$ cat src/rtl/core/fipa_pkg.sv
`timescale 1ns / 1ps
// ----------------------------------------------------------------------------
// fipa_pkg
// Shared constants and control/status types for the free ID pool allocator.
// ----------------------------------------------------------------------------
package fipa_pkg;

   localparam int MAX_IDS = 1024;
   localparam int ID_W    = $clog2(MAX_IDS);
   localparam int CNT_W   = ID_W + 1;
   localparam int FN_W    = 2;

   localparam logic [FN_W-1:0] FN_GET     = 2'd0;
   localparam logic [FN_W-1:0] FN_CHECK   = 2'd1;
   localparam logic [FN_W-1:0] FN_RELEASE = 2'd2;

   typedef struct packed {
      logic capture;     // latch transaction, issue memory reads
      logic execute;     // update pool state, load response register
      logic clear_step;  // clear one bitmap entry
   } ctl_cmd_type;

   typedef struct packed {
      logic clear_last;  // clear pointer at last entry
      logic out_free;    // response register can take a new result
   } ctl_status_type;

endpackage

$ cat src/rtl/core/fipa_ctrl.sv
`timescale 1ns / 1ps
// ----------------------------------------------------------------------------
// fipa_ctrl
// Sequencer: bitmap clear pass, transaction capture, execute.
// ----------------------------------------------------------------------------
module fipa_ctrl
   import fipa_pkg::*;
(
   input  logic           clock,
   input  logic           reset,
   input  logic           csr_write_enable,
   input  logic           req_valid,
   output logic           req_stall,
   input  ctl_status_type status,
   output ctl_cmd_type    cmd
);

   localparam logic [1:0] ST_CLEAR = 2'd0;
   localparam logic [1:0] ST_IDLE  = 2'd1;
   localparam logic [1:0] ST_EXEC  = 2'd2;

   logic [1:0] state_ff;
   logic [1:0] state_in;
   logic       accept;

   assign req_stall = (state_ff != ST_IDLE);
   assign accept    = req_valid && !req_stall;

   always_comb begin
      state_in       = state_ff;
      cmd.capture    = 1'b0;
      cmd.execute    = 1'b0;
      cmd.clear_step = 1'b0;
      case (state_ff)
         ST_CLEAR: begin
            cmd.clear_step = 1'b1;
            if (status.clear_last) begin
               state_in = ST_IDLE;
            end
         end
         ST_IDLE: begin
            if (accept) begin
               cmd.capture = 1'b1;
               state_in    = ST_EXEC;
            end
         end
         ST_EXEC: begin
            if (status.out_free) begin
               cmd.execute = 1'b1;
               state_in    = ST_IDLE;
            end
         end
         default: begin
            state_in = ST_CLEAR;
         end
      endcase
      if (csr_write_enable) begin
         state_in = ST_CLEAR;
      end
   end

   always_ff @(posedge clock) begin
      if (reset) begin
         state_ff <= ST_CLEAR;
      end else begin
         state_ff <= state_in;
      end
   end

`ifndef ASSERT_OFF
   a_accept_to_exec: assert property (@(posedge clock) disable iff (reset)
      (accept && !csr_write_enable) |=> (state_ff == ST_EXEC))
      else $error("accepted transaction did not reach execute");

   a_csr_restarts_clear: assert property (@(posedge clock) disable iff (reset)
      csr_write_enable |=> (state_ff == ST_CLEAR))
      else $error("pool_size write did not start clear pass");

   a_single_cmd: assert property (@(posedge clock) disable iff (reset)
      $onehot0({cmd.capture, cmd.execute, cmd.clear_step}))
      else $error("conflicting datapath commands");
`endif

endmodule

$ cat config.mk
export PLATFORM = sky130hd
export DESIGN_NAME = fipa_ctrl
export DESIGN_NICKNAME = d
export VERILOG_FILES = /design/src/rtl/core/fipa_pkg.sv /design/src/rtl/core/fipa_ctrl.sv
export SDC_FILE = /design/constraint.sdc
export NUM_CORES = 1
export LEC_CHECK = 0
export BUFFER_PORTS_ARGS = -buffer_cell sky130_fd_sc_hd__clkbuf_2
export CAP_MARGIN = 20
export CORE_AREA = 2 2 39 41
export CTS_CLUSTER_SIZE = 14
export DETAILED_ROUTE_END_ITERATION = 8
export DIE_AREA = 0 0 41 43
export SYNTH_ARGS = -nofsm -noshare
export SYNTH_HDL_FRONTEND = slang
export SYNTH_SLANG_ARGS = --single-unit
$ cat constraint.sdc
create_clock -name clock -period 0.9 [get_ports clock]
set_input_delay 0.09 -clock clock [delete_from_list [all_inputs] [get_ports clock]]
set_output_delay 0.09 -clock clock [all_outputs]
set_load 0.005 [all_outputs]
==> flow_summary.json <==
{
  "p_switching_mw": 0.0785,
  "arrival_ps": 960,
  "syn_area_per_cell_um2": 7.92,
  "gp_congestion": 0.583,
  "cts_made_buffers": 3,
  "hpwl_um": 296,
  "finClkSkew_ps": 0.308,
  "largest_reg_flops": 2,
  "finalNonFillerCells": 50,
  "cts_tree": "built",
  "use_met3_pct": 0,
  "combPwrFrac_pct": 21.6,
  "grt_overflow": 0,
  "cp-start-kind": "flip-flop",
  "cts_num_sinks": 2,
  "seq_area_um2": 42.5,
  "io_buffer_count": 9,
  "routed_wl_um": 366,
  "power_leakage_nw": 0.135,
  "hold_buffers": 0,
  "grt_util_met1_pct": 2.55,
  "synth_fp_nets": 21,
  "synthCells": 15,
  "area_growth_pct": 144,
  "r2r-start": "state_ff[0]",
  "grt_util_met2_pct": 8.75,
  "critical_path.cell_chain": "nand2b_4 -> buf_6 -> nor2_4 -> clkbuf_2",
  "rsz0062_at_grt": "yes",
  "period_share_pct": 116,
  "worst_setup_path_end_kind": "primary output",
  "clockPowerShare_pct": 52.3,
  "die_area_um2": 1760,
  "p_per_area_nw_per_um2": 1270,
  "yosys.cell_types.count": 11,
  "grt_pass1_vias": 174,
  "drt_iter0_markers": 0,
  "drc_errors": 0,
  "n_fill_cell": 159,
  "routedWlPerCell_um": 7.32,
  "crit_path_top_delay_cell": "dfxtp_2",
  "ys_ff_latch": 2,
  "finalSetupViolCount": 5,
  "critical_path_class": "flip-flop to primary output",
  "reg2reg_slack_ps": -20,
  "reg2reg_to": "state_ff[1]",
  "finalCriticalPeriod_ps": 1050,
  "max_clock_freq_mhz": 956,
  "hold_viol": 0,
  "clock_path_buffers": 2,
  "internal_power_mw": 0.290,
  "grt_antenna_before_repair": 0,
  "tightest_slew_ps": 151,
  "post_drt_via_cell_ratio": 3.46,
  "drive_gt1_share_pct": 82.4,
  "drv_slew": 0,
  "core_area_um2": 1380,
  "cp-startpoint": "state_ff[0]",
  "largest_registers": "state_ff x2",
  "sw_frac_of_total_pct": 21.3,
  "nets": 42,
  "p_seq_share_pct": 26.1,
  "grt_usage_pct": 4.80,
  "fin_ws_ps": -146,
  "grt_max_degree": 5,
  "row_count": 14,
  "yosysWarnings": 0,
  "io_pins": 10,
  "ant_nets": 0,
  "preCtsSetupSlack_ps": -23.4,
  "top_usage_layer": "met2",
  "ys_seq_area_share_pct": 33.7,
  "synth_area_um2": 119,
  "placed_cells": 44,
  "path_max_fanout": 3,
  "dr_total_vias": 173,
  "slowest_delay_ps": 320,
  "endpoint": "cmd[1]",
  "max_cap_violations": 0,
  "insertion_delay_ps": 220,
  "drtPass1Iterations": 1,
  "die_x_um": 41,
  "cts.reportedPaths.clkPinSlew_ps": 30,
  "h-tree-depth": 1,
  "relSlewSlack_pct": 89.9,
  "outcome": "finished with violations",
  "required_ps": 810,
  "root_buffer": "clkbuf_4",
  "r2r_cells": 4,
  "grt_pass1_wl_um": 510,
  "antenna_cells": 0,
  "die-height_um": 43,
  "initial_core_util_pct": 8.59,
  "min_path_type": "input port to flip-flop",
  "largest_register": "state_ff",
  "multiInputGateArea_um2": 88.8,
  "ir_drop_mv": 0.228,
  "violations": "negative setup slack"
}
synth_stat cells, drive strengths merged:
cell    count  area, µm²
nor2        3       11.3
a21oi       2       13.8
dfxtp       2       40.0
nand2       2       7.51
a211o       1       8.76
and3b       1       10.0
inv         1       3.75
nand2b      1       13.8
nor3        1       5.00
o21ai       1       5.00
through the flow:
step	hold slack (ps)	setup TNS (ps)	total power [mW]	instance area [µm²]	util, %
2_1_floorplan	167	0	0.118	120	-
3_3_place_gp	281	-6.05	0.152	215	15.6
3_5_place_dp	286	-23.4	0.153	215	15.6
4_1_cts	40.6	-642	0.371	269	19.4
5_1_grt	53.1	-753	0.388	290	21.0
6_report	46.2	-550	0.368	290	21.0
cell families (layout without fill, tap and decap cells):
| kind of cell | count (synthesis) | in the layout | synth area share, % |
|---|---|---|---|
| buf+inv | 1 | 20 | 3.15 |
| compound gates | 4 | 4 | 23.2 |
| flops | 2 | 2 | 33.7 |
| simple gates | 8 | 8 | 40.0 |
worst max-delay path, delay by kind of cell, from the launching register on:
| family | cells | cell delay, ps |
|---|---|---|
| and+or+nand+nor | 2 | 200 |
| buffers and inverters | 2 | 220 |
| DFF | 1 | 320 |
routing by layer:
layer,wire length [µm],vias up
met2,222,5
met3,26,0
met5,0,-
met4,0,0
met1,117,79
li1,-,89
power groups by stage:
stage	Combinational [mW]	Clock (mW)	Sequential (mW)
2_1_floorplan	0.0206	0	0.0974
3_3_place_gp	0.0552	0	0.0970
3_5_place_dp	0.0553	0	0.0975
4_1_cts	0.0713	0.204	0.0953
5_1_grt	0.0860	0.206	0.0964
6_report	0.0796	0.193	0.0960
how the worst min path moves through the flow:
stage	startpoint	endpoint	slack, ps	cells after the start
after floorplan	reset	state_ff[1]	170	1
after global placement	reset	state_ff[1]	280	2
after detailed placement	csr_write_enable	state_ff[1]	290	2
after CTS	reset	state_ff[1]	40	2
after global routing	csr_write_enable	state_ff[1]	50	2
final	csr_write_enable	state_ff[1]	50	2
cells in the final DEF, fill, tap and decap left out:
master / instances
a211o_1: 1
a21oi_1: 1
a21oi_2: 1
and3b_2: 1
buf_2: 2
buf_4: 3
buf_6: 4
clkbuf_2: 7
clkbuf_4: 3
dfxtp_2: 2
inv_2: 1
nand2_1: 2
nand2b_4: 1
nor2_1: 1
nor2_2: 1
nor2_4: 1
nor3_1: 1
o21ai_2: 1
what timing repair did:
item	CTS	global route
resized for setup	7	6
pin swaps	6	4
endpoints found under the setup margin	6	6
buffers inserted	2	1
cell type report:
| cell class | instances | area share (%) |
|---|---|---|
| Sequential cell | 2 | 14.7 |
| Inverter | 1 | 1.29 |
| Timing Repair Buffer | 16 | 38.8 |
| Clock buffer | 3 | 7.76 |
| Multi-Input combinational cell | 12 | 30.6 |
| Tap cell | 16 | 6.90 |
No activity file was read; power rests on OpenSTA's default activity.
